**src/design/wds_pkg.sv**
```systemverilog
// Shared types, constants and tables of the wave dispersion solver.
package wds_pkg;

  localparam int unsigned CORDIC_STAGES_DEF = 24;
  localparam int unsigned PADDR_W = 4;
  localparam int unsigned DIV_DW = 60;
  localparam int unsigned DIV_QW = 40;

  localparam logic [1:0] REG_GRAVITY = 2'd0;
  localparam logic [1:0] REG_TOLERANCE = 2'd1;
  localparam logic [1:0] REG_ITER_LIMIT = 2'd2;

  localparam logic [19:0] GRAVITY_RST = 20'd642908;
  localparam logic [15:0] TOLERANCE_RST = 16'd168;
  localparam logic [5:0] ITER_LIMIT_RST = 6'd50;

  localparam logic [1:0] STAT_CONVERGED = 2'd0;
  localparam logic [1:0] STAT_LIMIT = 2'd1;
  localparam logic [1:0] STAT_ZERO_FREQ = 2'd2;
  localparam logic [1:0] STAT_ZERO_DEPTH = 2'd3;

  localparam logic [39:0] X_MAX = 40'hFF_FFFF_FFFF;
  localparam logic [39:0] TANH_SAT = 40'd9 << 24;
  localparam logic [24:0] ONE_Q24 = 25'd1 << 24;
  localparam logic [35:0] ONE_Q30 = 36'd1 << 30;
  localparam logic [34:0] LN2_Q30 = 35'd744261118;
  localparam logic [31:0] K_MAX = 32'hFFFF_FFFF;

  typedef enum logic [4:0] {
    S_IDLE, S_SQ, S_A, S_X0C, S_X0D, S_ITER, S_RED, S_CK, S_CR, S_TE, S_TD,
    S_M1, S_M2, S_M3, S_M4, S_M5, S_DEN, S_UPD0, S_UD, S_UPD, S_KC, S_KD, S_DONE
  } state_e;

  typedef struct packed {
    logic [DIV_DW:0]   rem0;
    logic [DIV_QW-1:0] low;
    logic [5:0]        cnt;
    logic [DIV_DW-1:0] den;
  } div_req_t;

  function automatic logic [31:0] atanh_q30(input int i);
    longint unsigned sum;
    int k;
    sum = 0;
    for (k = 1; k * i <= 60; k += 2) begin
      sum += (64'd1 << (60 - k * i)) / 64'(k);
    end
    return 32'((sum + 64'd536870912) >> 30);
  endfunction

  localparam logic [31:0] ATANH_TAB [32] = '{
    32'd0, atanh_q30(1), atanh_q30(2), atanh_q30(3), atanh_q30(4), atanh_q30(5),
    atanh_q30(6), atanh_q30(7), atanh_q30(8), atanh_q30(9), atanh_q30(10),
    atanh_q30(11), atanh_q30(12), atanh_q30(13), atanh_q30(14), atanh_q30(15),
    atanh_q30(16), atanh_q30(17), atanh_q30(18), atanh_q30(19), atanh_q30(20),
    atanh_q30(21), atanh_q30(22), atanh_q30(23), atanh_q30(24), atanh_q30(25),
    atanh_q30(26), atanh_q30(27), atanh_q30(28), atanh_q30(29), atanh_q30(30),
    atanh_q30(31)
  };

endpackage

```
**src/design/wds_div.sv**
```systemverilog
// Bit-serial restoring divider shared by all quotient steps of the solver.
module wds_div (
  input  logic                    clk_i,
  input  logic                    rst_ni,
  input  logic                    start_i,
  input  wds_pkg::div_req_t       req_i,
  output logic                    done_o,
  output logic [wds_pkg::DIV_QW-1:0] quot_o
);
  import wds_pkg::*;

  logic              busy_q;
  logic              done_q;
  logic [5:0]        cnt_q;
  logic [DIV_DW:0]   rem_q;
  logic [DIV_QW-1:0] low_q;
  logic [DIV_QW-1:0] quot_q;
  logic [DIV_DW-1:0] den_q;
  logic [DIV_DW+1:0] rem_sh;
  logic              fits;

  assign rem_sh = {rem_q, low_q[DIV_QW-1]};
  assign fits = rem_sh >= {2'b00, den_q};

  always_ff @(posedge clk_i or negedge rst_ni) begin
    if (!rst_ni) begin
      busy_q <= 1'b0;
      done_q <= 1'b0;
      cnt_q <= '0;
    end else begin
      done_q <= 1'b0;
      if (start_i) begin
        busy_q <= 1'b1;
        cnt_q <= req_i.cnt;
      end else if (busy_q) begin
        cnt_q <= cnt_q - 6'd1;
        if (cnt_q == 6'd1) begin
          busy_q <= 1'b0;
          done_q <= 1'b1;
        end
      end
    end
  end

  always_ff @(posedge clk_i) begin
    if (start_i) begin
      rem_q <= req_i.rem0;
      low_q <= req_i.low;
      den_q <= req_i.den;
      quot_q <= '0;
    end else if (busy_q) begin
      low_q <= {low_q[DIV_QW-2:0], 1'b0};
      if (fits) begin
        rem_q <= (DIV_DW+1)'(rem_sh - {2'b00, den_q});
        quot_q <= {quot_q[DIV_QW-2:0], 1'b1};
      end else begin
        rem_q <= rem_sh[DIV_DW:0];
        quot_q <= {quot_q[DIV_QW-2:0], 1'b0};
      end
    end
  end

  assign done_o = done_q;
  assign quot_o = quot_q;

endmodule

```
**config.mk**
```make
export PLATFORM = sky130hd
export DESIGN_NAME = wds_div
export DESIGN_NICKNAME = d
export VERILOG_FILES = /design/src/design/wds_pkg.sv /design/src/design/wds_div.sv
export SDC_FILE = /design/constraint.sdc
export NUM_CORES = 1
export LEC_CHECK = 0
export ABC_AREA = 1
export BUFFER_PORTS_ARGS = -buffer_cell sky130_fd_sc_hd__buf_2
export CORE_ASPECT_RATIO = 1.25
export CORE_MARGIN = 2
export CORE_UTILIZATION = 45
export DETAILED_ROUTE_END_ITERATION = 8
export GPL_ROUTABILITY_DRIVEN = 1
export HOLD_SLACK_MARGIN = 0.12
export PLACE_DENSITY = 0.65
export REMOVE_ABC_BUFFERS = 1
export SYNTH_ARGS = -nofsm -noshare
export SYNTH_HDL_FRONTEND = slang
export SYNTH_SLANG_ARGS = --single-unit
```
**constraint.sdc**
```tcl
create_clock -name clk_i -period 4.8 [get_ports clk_i]
set_input_delay 0.96 -clock clk_i [delete_from_list [all_inputs] [get_ports clk_i]]
set_output_delay 0.96 -clock clk_i [all_outputs]
set_load 0.01 [all_outputs]
```
==> qor.yml, run 1 <==
status: "finished clean"
drc: 0
num_vias: 13480
ys.flop_type: "edfxtp_1"
finalWirelength_mm: 44.28
crit_family: "simple AND/OR/NAND/NOR gates"
final_cell_mix: "nand2_1, inv_1, buf_2"
cp-end-kind: "register"
relSlewSlack: 0.3870
critPathSlowestCell: "ha_1"
fillers: 3289
io_pins: 211
antenna_found_initial: 3
drive_gt1_frac: 0.1208
drv_slew: 0
hold_path.class: "in -> async"
dieArea_sq_um: 33780
hpwl_mm: 35.21
place.gp.congestion: 0.9635
ir_worst_vdd_mv: 0.3396
timing.final.hold_violations: 0
area_growth_pct: 14.80
fin_crit_sh: 0.6972
post_cts_resized: 0
synth_cell_types: 38
whs_ns: 0.2402
h-tree-depth: 1
crit_type: "reg -> reg"
rows: 73
syn_area_sq_um: 14540
avgSynthCellArea_sq_um: 6.761
synth_warnings: 0
synth_edf_count: 161
post_cts_buffers: 0
crit_top_cell: "nand2_1"
first_iter_violations: 839
rr_worst_depth: 13
clock-sinks: 209
post_drt_wl_per_cell_um: 15.93
worst_pin_slew_ns: 0.9194
grt_pass1_wl_mm: 69.11
worst_setup_path_start_kind: "register"
clockBufferDepth: 3
grt_max_degree: 92
cp_data_arrival_time_ns: 3.64
cp_max_fo: 41
cp_num_buf_inv: 2
yosys.area.top_type_share: 0.3324
synth_cells: 2151
clock_skew_ns: 0.01407
yosysTopAreaCell: "edfxtp_1"
min_period_ns: 3.347
grt-ovfl-total: 0
ant_nets: 0
crit_required_ns: 5.10
power_density_nw_per_um2: 578.8
total_power_w: 0.009663
max_stage_delay_ns: 0.43
path_cells: "ha_1 -> nand2_1 -> nor2_2 -> inv_2 -> nor2_1 -> nand2_1 -> nor2_2 -> nand2_4 -> nand2_8 -> buf_4 -> nand3_1 -> nand3_1 -> nand2_1"
clkLatencyLatePin_ns: 0.55
p_leak_nw: 9.203
grt_pass1_vias: 13580
start_util: 0.4575
fmax_mhz: 298.8
synth_seq_cells: 209
numCtsBuffers: 23
grtUsageTotal: 0.2640
final_core_util: 0.5252
clockRootBuffer: "clkbuf_16"
synthTopCellsByArea: "edfxtp_1, nand2_1, inv_1"
cts.hold.buffers_added: 0
crit_cells: 13
ys_seq_area_frac: 0.4013
fin_nets: 2583
rsz0062_at_grt: "no"
numPortBuffers: 210
drtPass1Iterations: 5
cts_tree: "yes"
path_clk_slew_ns: 0.06
viasPerCell: 4.850
fp.coreArea_sq_um: 31790
cap_violations: 0
final_common_cell: "nand2_1"
die_w_um: 164.8
setup-violations-final: 0
die_h_um: 205.0
async_flop_share: 0.03828
cell type report:
cell class	count	area (sq um)	share of cell area
diodes	1	2.502	0.0001499
clock buffers	35	648.1	0.03882
clock inverters	7	76.32	0.004572
inverters	460	1730	0.1036
multi-input cells	1435	6734	0.4034
flip-flops and latches	209	5836	0.3495
well taps	412	515.5	0.03088
repair buffers	221	1152	0.06903
worst paths after layout:
path                                 start         end  slack (ns)
min in group clk_i              quot_o[39]  quot_o[39]        0.47
max in group asynchronous           rst_ni      busy_q        4.39
worst max-delay path             rem_q[31]   rem_q[31]        1.45
worst max register to register   rem_q[31]   rem_q[31]        1.45
worst min register to register  quot_o[39]  quot_o[39]        0.47
worst min-delay path                rst_ni      done_o        0.24
per-layer routing:
layer | track usage | up-vias | routed length (um)
met5 | 0 | - | 11
met4 | 0.1096 | 2 | 1865
met3 | 0.05143 | 92 | 2719
met2 | 0.4632 | 344 | 20940
met1 | 0.3138 | 6061 | 18740
li1 | - | 6984 | -
report_power, final:
| group | switching, W | total (W) | leakage, nW | internal [W] |
|---|---|---|---|---|
| Combinational | 0.00355 | 0.00529 | 6.74 | 0.00174 |
| Clock | 0.000763 | 0.00176 | 0.356 | 0.000993 |
| Sequential | 0.000196 | 0.00262 | 2.10 | 0.00242 |
synthesized netlist by cell type (2+ instances only):
cell type / n
o21ai_0: 5
nand2_1: 894
buf_1: 2
inv_1: 445
xor2_1: 2
and3_1: 2
nor4_1: 4
xnor2_1: 29
nand2_2: 6
nand3b_1: 25
nor3_1: 11
o22ai_1: 38
a21boi_0: 2
dfxtp_1: 40
ha_1: 62
o21ai_1: 21
nand4_1: 15
nand3_1: 132
nor2_1: 122
a21oi_1: 34
clkinv_1: 3
nor2_2: 9
inv_2: 12
clkbuf_1: 29
buf_2: 8
buf_6: 8
dfrtp_1: 8
edfxtp_1: 161
and2_1: 7
o211ai_1: 5
o21bai_1: 3
flip-flops by register name, indices dropped and copies added, names as in the netlist:
signal,cells
busy_q,1
cnt_q,6
den_q,60
done_o,1
low_q,40
quot_o,40
rem_q,61
through the flow:
step	instances	TNS [ns]	area (sq um)	setup slack, ns
final	2780	0	16690	1.453
after detailed placement	2737	0	15970	1.394
after floorplan	2104	-4.592	14300	-0.05468
after global routing	2779	0	16690	1.068
after global placement	2737	0	15970	1.385
after CTS	2779	0	16690	1.390
cell families after synthesis:
kind of cell	Yosys count	share of synthesized area
AND/OR/NAND/NOR	1230	0.3458
buffers and inverters	507	0.1357
flip-flops	209	0.4013
AO/OA/AOI/OAI	111	0.04388
adder cells (fa/ha/maj)	63	0.05472
XOR/XNOR	31	0.01867
Note: power is estimated with default switching activity, not from simulation.
==> run 2, diff against run 1 <==
--- a/config.mk
+++ b/config.mk
@@ -5,7 +5,7 @@
 export SDC_FILE = /design/constraint.sdc
 export NUM_CORES = 1
 export LEC_CHECK = 0
-export ABC_AREA = 1
+export ABC_AREA = 0
 export BUFFER_PORTS_ARGS = -buffer_cell sky130_fd_sc_hd__buf_2
 export CORE_ASPECT_RATIO = 1.25
 export CORE_MARGIN = 2
@@ -13,7 +13,7 @@
 export DETAILED_ROUTE_END_ITERATION = 8
 export GPL_ROUTABILITY_DRIVEN = 1
 export HOLD_SLACK_MARGIN = 0.12
-export PLACE_DENSITY = 0.65
+export PLACE_DENSITY = 0.69
 export REMOVE_ABC_BUFFERS = 1
 export SYNTH_ARGS = -nofsm -noshare
 export SYNTH_HDL_FRONTEND = slang
==> constraint.sdc (replaced) <==
create_clock -name clk_i -period 3.04 [get_ports clk_i]
set_input_delay 0.608 -clock clk_i [delete_from_list [all_inputs] [get_ports clk_i]]
set_output_delay 0.608 -clock clk_i [all_outputs]
set_load 0.01 [all_outputs]
==> run 2 against run 1 <==
Design area down 3.2%. First-iteration DRC count down 47%. Register-to-register slack got worse by 2.0 ns. Synthesized cell count shrank 44%. Non-clock buffer count increased by 182. Global-route usage down 4.4 points. Worst hold slack better by 0.020 ns. The run now ends with negative setup slack left. Critical path depth fell by 2. Routed wire length decreased by 27%. Highest routed layer unchanged. Area after synthesis fell by 16%.
==> qor.yml, run 2 <==
post_drt_wl_per_cell_um: 16.89
ant_nets: 0
final_area_sq_um: 16160
cts_tree: "yes"
synth.most_common_cell: "edfxtp_1"
synth_cell_types: 66
synthSimpleGateAreaFrac: 0.1118
h-tree-depth: 1
clock_skew_ns: 0.02161
fin_crit_sh: 1.173
failed_checks: "negative setup slack"
top_register: "rem_q"
final_common_cell: "buf_2"
dieArea_sq_um: 28560
antenna_found_initial: 8
syn_area_sq_um: 12250
drtPass1Iterations: 4
synthTopCellsByArea: "edfxtp_1, mux2_2, dfxtp_1"
yosysTopAreaCell: "edfxtp_1"
grtUsageTotal: 0.2204
multi_input_area_sq_um: 6138
synth_common_cells: "edfxtp_1, nand2_1, nor2_1, a21oi_1, inv_1"
final_cell_mix: "buf_2, buf_4, edfxtp_1"
worst_pin_slew_ns: 0.8106
start_util: 0.4565
hold_path_depth: 1
synth_adder_area_share: 0.06498
drive_gt1_frac: 0.3650
hold_path.class: "in -> reg"
synth_cells: 1194
hpwl_mm: 23.75
yosys.area.top_type_share: 0.3948
first_iter_violations: 447
clockBufferDepth: 3
crit_type: "reg -> reg"
path_clk_slew_ns: 0.07
ys.flop_type: "edfxtp_1"
crit_required_ns: 3.29
fmax_mhz: 280.4
setup-violations-final: 62
drv_slew: 0
timing.final.hold_violations: 0
cp-end-kind: "register"
ys_seq_area_frac: 0.4765
fillers: 2343
async_flop_share: 0.03828
numCtsBuffers: 23
largest_reg_flops: 61
io_pins: 211
rows: 67
status: "finished, violations left"
synthXorXnorAreaFrac: 0.04148
worst_setup_path_start_kind: "register"
final_core_util: 0.6022
num_vias: 10250
grt_max_degree: 62
placed_area_sq_um: 14890
drc: 0
seqCellArea_sq_um: 5837
reg_top3: "rem_q x61, den_q x60"
min_period_ns: 3.566
grt_pass1_vias: 10560
cp_max_fo: 7
rsz0062_at_grt: "yes"
cp_data_arrival_time_ns: 3.82
finalWirelength_mm: 32.49
muxShareOfSynthArea: 0.1041
fin_nets: 1795
grt_pass1_wl_mm: 50.83
synth_seq_cells: 209
whs_ns: 0.2602
place_ws_ns: -0.6385
p_leak_nw: 7.441
clkLatencyLatePin_ns: 0.52
rr_worst_depth: 11
relSlewSlack: 0.4537
viasPerCell: 5.328
area_growth_pct: 31.92
numPortBuffers: 210
fp.coreArea_sq_um: 26830
die_w_um: 151.6
synth_edf_count: 161
synth_top_family_by_area: "compound AO/OA/AOI/OAI gates"
place.gp.congestion: 0.9005
power_density_nw_per_um2: 1004
synth_warnings: 0
cap_violations: 0
clock-sinks: 209
setup_slack_ns: -0.5261
clockRootBuffer: "clkbuf_16"
ir_worst_vdd_mv: 0.4653
avgSynthCellArea_sq_um: 10.26
die_h_um: 188.4
synth_compound_area_frac: 0.1526
grt-ovfl-total: 0
run 2: changes by cell type after synthesis, sizes merged, moves of 31 or more:
cell	change
a21o	+31
a21oi	+58
inv	-365
mux2	+75
mux2i	+43
nand2	-801
nand3	-118
nor2	-36
o21ai	+51
o22ai	-37
run 2: worst max-delay path: stages (launching register included):
cell,delay [ns]
edfxtp_1,0.44
ha_4,0.30
nand4_1,0.20
or4_4,0.55
or4_4,0.46
o211ai_4,0.12
a21oi_4,0.10
o2111ai_4,0.24
nand2_4,0.16
buf_4,0.22
mux2_2,0.25
mux2_2,0.26
run 2: repair_timing:
action,4_1_cts,5_1_grt
pin swaps,8,28
gates resized for setup,35,59
gates cloned,1,4
hold buffers,1,0
setup endpoints to repair,62,62
hold endpoints to repair,8,0
buffers inserted,7,6
run 2: layer usage:
| metal | routed length (um) | track usage | up-vias |
|---|---|---|---|
| li1 | - | - | 5068 |
| met1 | 12710 | 0.2527 | 4823 |
| met2 | 16390 | 0.4029 | 265 |
| met3 | 2189 | 0.05012 | 86 |
| met4 | 1145 | 0.06766 | 10 |
| met5 | 61 | 0 | - |
run 2: area by class of cell:
type	count	area share
inverter	92	0.02153
antenna	1	0.0001549
clock buffer	32	0.04159
tap	345	0.02672
sequential	209	0.3613
clock inverter	9	0.003330
timing repair buffer	403	0.1654
multi-input combinational	833	0.3800
run 2: worst paths after layout:
kind	start	end	slack, ns
worst max register to register	rem_q[22]	rem_q[12]	-0.53
max in group asynchronous	rst_ni	busy_q	2.40
worst min register to register	quot_o[39]	quot_o[39]	0.50
worst min-delay path	req_i[28]	den_q[28]	0.26
worst max-delay path	rem_q[22]	rem_q[12]	-0.53
min in group asynchronous	rst_ni	done_o	0.47
run 2: metrics by stage:
step                instances  setup TNS [ns]  power (W)
global route             1924          -30.13    0.01738
detailed placement       1863          -26.44    0.01247
floorplan                1133         -168.86   0.009196
finish                   1924          -25.85    0.01622
CTS                      1913          -22.55    0.01547
global placement         1863          -20.79    0.01230
run 2: cells by family (layout without fill, tap and decap cells):
group                    Yosys count  count (layout)
AO/OA/AOI/OAI                    299             299
flip-flops                       209             209
other                              0               1
AND/OR/NAND/NOR                  294             295
adder cells (fa/ha/maj)           63              63
multiplexers                     118             118
XOR/XNOR                          58              58
buffers and inverters            153             536
run 2: power breakdown:
group / internal, W / leakage [nW] / switching, W
registers: 0.00389 / 2.08 / 0.000359
logic: 0.00457 / 5.00 / 0.00470
clock network: 0.00155 / 0.363 / 0.00115
==> run 3, diff against run 2 <==
--- a/config.mk
+++ b/config.mk
@@ -7,13 +7,15 @@
 export LEC_CHECK = 0
 export ABC_AREA = 0
 export BUFFER_PORTS_ARGS = -buffer_cell sky130_fd_sc_hd__buf_2
+export CELL_PAD_IN_SITES_DETAIL_PLACEMENT = 0
+export CELL_PAD_IN_SITES_GLOBAL_PLACEMENT = 1
 export CORE_ASPECT_RATIO = 1.25
 export CORE_MARGIN = 2
-export CORE_UTILIZATION = 45
+export CORE_UTILIZATION = 40
 export DETAILED_ROUTE_END_ITERATION = 8
 export GPL_ROUTABILITY_DRIVEN = 1
 export HOLD_SLACK_MARGIN = 0.12
-export PLACE_DENSITY = 0.69
+export PLACE_DENSITY_LB_ADDON = 0.1
 export REMOVE_ABC_BUFFERS = 1
 export SYNTH_ARGS = -nofsm -noshare
 export SYNTH_HDL_FRONTEND = slang
==> run 3 against run 2 <==
The flow still finishes with violations (negative setup slack). Combinational power is 25% higher. Worst hold slack worse by 0.024 ns. Count of clock-buffer cells in the layout up 4. Sequential power up 2%. Total power rose by 17%. Final cell count grew 4.9%. Non-clock buffer count is 35 higher. Maximum frequency down 1.3%. Routed wire length increased by 7.1%. First-iteration DRC count grew 2.7%. Largest power group unchanged.
==> qor.yml, run 3 (synthesis results as in run 2) <==
numPortBuffers: 210
num_vias: 10280
worst_pin_slew_ns: 0.8932
relSlewSlack: 0.3980
drv_slew: 0
p_sw_w: 0.007203
top_register: "rem_q"
place.gp.congestion: 0.8568
setup-violations-final: 62
grt_max_degree: 102
clock_skew_ns: 0.01407
largest_reg_flops: 61
ant_nets: 0
min_period_ns: 3.612
rows: 71
fmax_mhz: 276.9
grtUsageTotal: 0.2031
clockRootBuffer: "clkbuf_16"
worst_setup_path_start_kind: "register"
fillers: 2658
drtPass1Iterations: 4
path_clk_slew_ns: 0.06
clock-sinks: 209
die_h_um: 199.6
antenna_found_initial: 2
internal-power_w: 0.01181
io_pins: 211
cts_tree: "yes"
clkLatencyLatePin_ns: 0.54
hold_path.class: "in -> reg"
drive_gt1_frac: 0.4245
timing.final.hold_violations: 0
fin_nets: 1831
first_iter_violations: 459
die_w_um: 160.5
cp-startpoint: "rem_q[24]"
fp.coreArea_sq_um: 30120
hpwl_mm: 24.00
clockPowerShare: 0.162
timing.rr.start: "rem_q[24]"
p_seq_frac: 0.227
reg_top3: "rem_q x61, den_q x60"
post_drt_wl_per_cell_um: 17.24
pwr-share-comb: 0.611
setup_slack_ns: -0.5719
cp-end-kind: "register"
ir_worst_vdd_mv: 0.5646
numCtsBuffers: 24
power_density_nw_per_um2: 1097
grt_pass1_wl_mm: 52.27
crit_required_ns: 3.33
grt_pass1_vias: 10300
r2r_setup_slack_ns: -0.57
start_util: 0.4067
cp_data_arrival_time_ns: 3.90
r2r-end: "rem_q[12]"
cp_max_fo: 5
multi_input_area_sq_um: 6604
final_core_util: 0.5758
p_leak_nw: 8.027
final_common_cell: "buf_2"
cap_violations: 0
dieArea_sq_um: 32040
drc: 0
rsz0062_at_grt: "yes"
finalWirelength_mm: 34.78
rr_worst_depth: 12
worstSetupEndpoint: "rem_q[12]"
status: "finished, violations left"
sw_frac_of_total: 0.3788
h-tree-depth: 1
grt-ovfl-total: 0
viasPerCell: 5.096
seqCellArea_sq_um: 5837
fin_crit_sh: 1.188
crit_type: "reg -> reg"
fin_setup_tns_ns: -28.91
area_growth_pct: 41.58
clockBufferDepth: 3
failed_checks: "negative setup slack"
final_cell_mix: "buf_2, buf_4, edfxtp_1"
run 3: cell count changes in the layout (fill, tap and decap cells not counted), moves of 5 or more:
cell	change
nand2_1	-29
o21ai_0	-23
o21ai_2	+23
mux2_2	-21
mux2_4	+21
buf_6	+19
nand2_4	+15
nand2_2	+13
a211oi_2	+5
buf_12	+5
run 3: worst max-delay path, cell delays in order (launching register included):
cell and delay [ns]:
edfxtp_1 0.41, ha_1 0.33, nand4_1 0.21, or4_4 0.55, or4_4 0.45, o211ai_4 0.12
a21oi_4 0.10, o2111ai_4 0.29, buf_6 0.15, nand2_4 0.08, buf_6 0.18, mux2_2 0.25
mux2_2 0.25
run 3: worst min-delay path by stage:
| stage | startpoint | endpoint | slack (ns) | depth (start not counted) |
|---|---|---|---|---|
| global route | req_i[32] | den_q[32] | 0.22 | 1 |
| detailed placement | rst_ni | done_o | 0.46 | 1 |
| floorplan | rst_ni | busy_q | 0.31 | 0 |
| CTS | req_i[14] | den_q[14] | 0.21 | 1 |
| global placement | rst_ni | cnt_q[4] | 0.46 | 1 |
| finish | req_i[14] | den_q[14] | 0.24 | 1 |
run 3: layout make-up:
| cell class | instances | share of cell area |
|---|---|---|
| multi-input combinational | 833 | 0.3809 |
| timing repair buffer | 438 | 0.1841 |
| clock inverter | 8 | 0.007144 |
| clock buffer | 36 | 0.04214 |
| tap | 401 | 0.02894 |
| antenna | 1 | 0.0001443 |
| inverter | 92 | 0.02006 |
| sequential | 209 | 0.3366 |
run 3: metal layers:
metal	global-route usage	up-vias	share of wire
met3	0.04608	44	0.054
met2	0.3747	198	0.51
li1	-	5148	-
met4	0.05339	4	0.017
met5	0	-	0.00052
met1	0.2373	4889	0.42
run 3: metrics by stage:
step | std cells | area [sq um] | total power, W | hold WS [ns] | setup slack (ns)
floorplan | 1133 | 12000 | 0.009196 | 0.3124 | -1.163
global placement | 1931 | 15050 | 0.01269 | 0.4598 | -0.7694
detailed placement | 1931 | 15050 | 0.01276 | 0.4636 | -0.7869
CTS | 1995 | 16510 | 0.01727 | 0.2105 | -0.5044
global route | 2017 | 17340 | 0.02022 | 0.2158 | -0.6281
finish | 2018 | 17340 | 0.01901 | 0.2362 | -0.5719
run 3: power by group through the flow:
stage               clock network, W  registers [W]  logic [W]
global placement                   0        0.00425    0.00844
CTS                          0.00318        0.00425    0.00984
global route                 0.00329        0.00438     0.0125
finish                       0.00309        0.00432     0.0116
floorplan                          0        0.00418    0.00502
detailed placement                 0        0.00426    0.00850
run 3: repair_timing:
action,CTS,global route
gates resized for setup,116,147
hold endpoints to repair,8,0
pin swaps,25,62
setup buffers,16,15
hold buffers,1,0
setup endpoints to repair,62,62
gates cloned,5,7
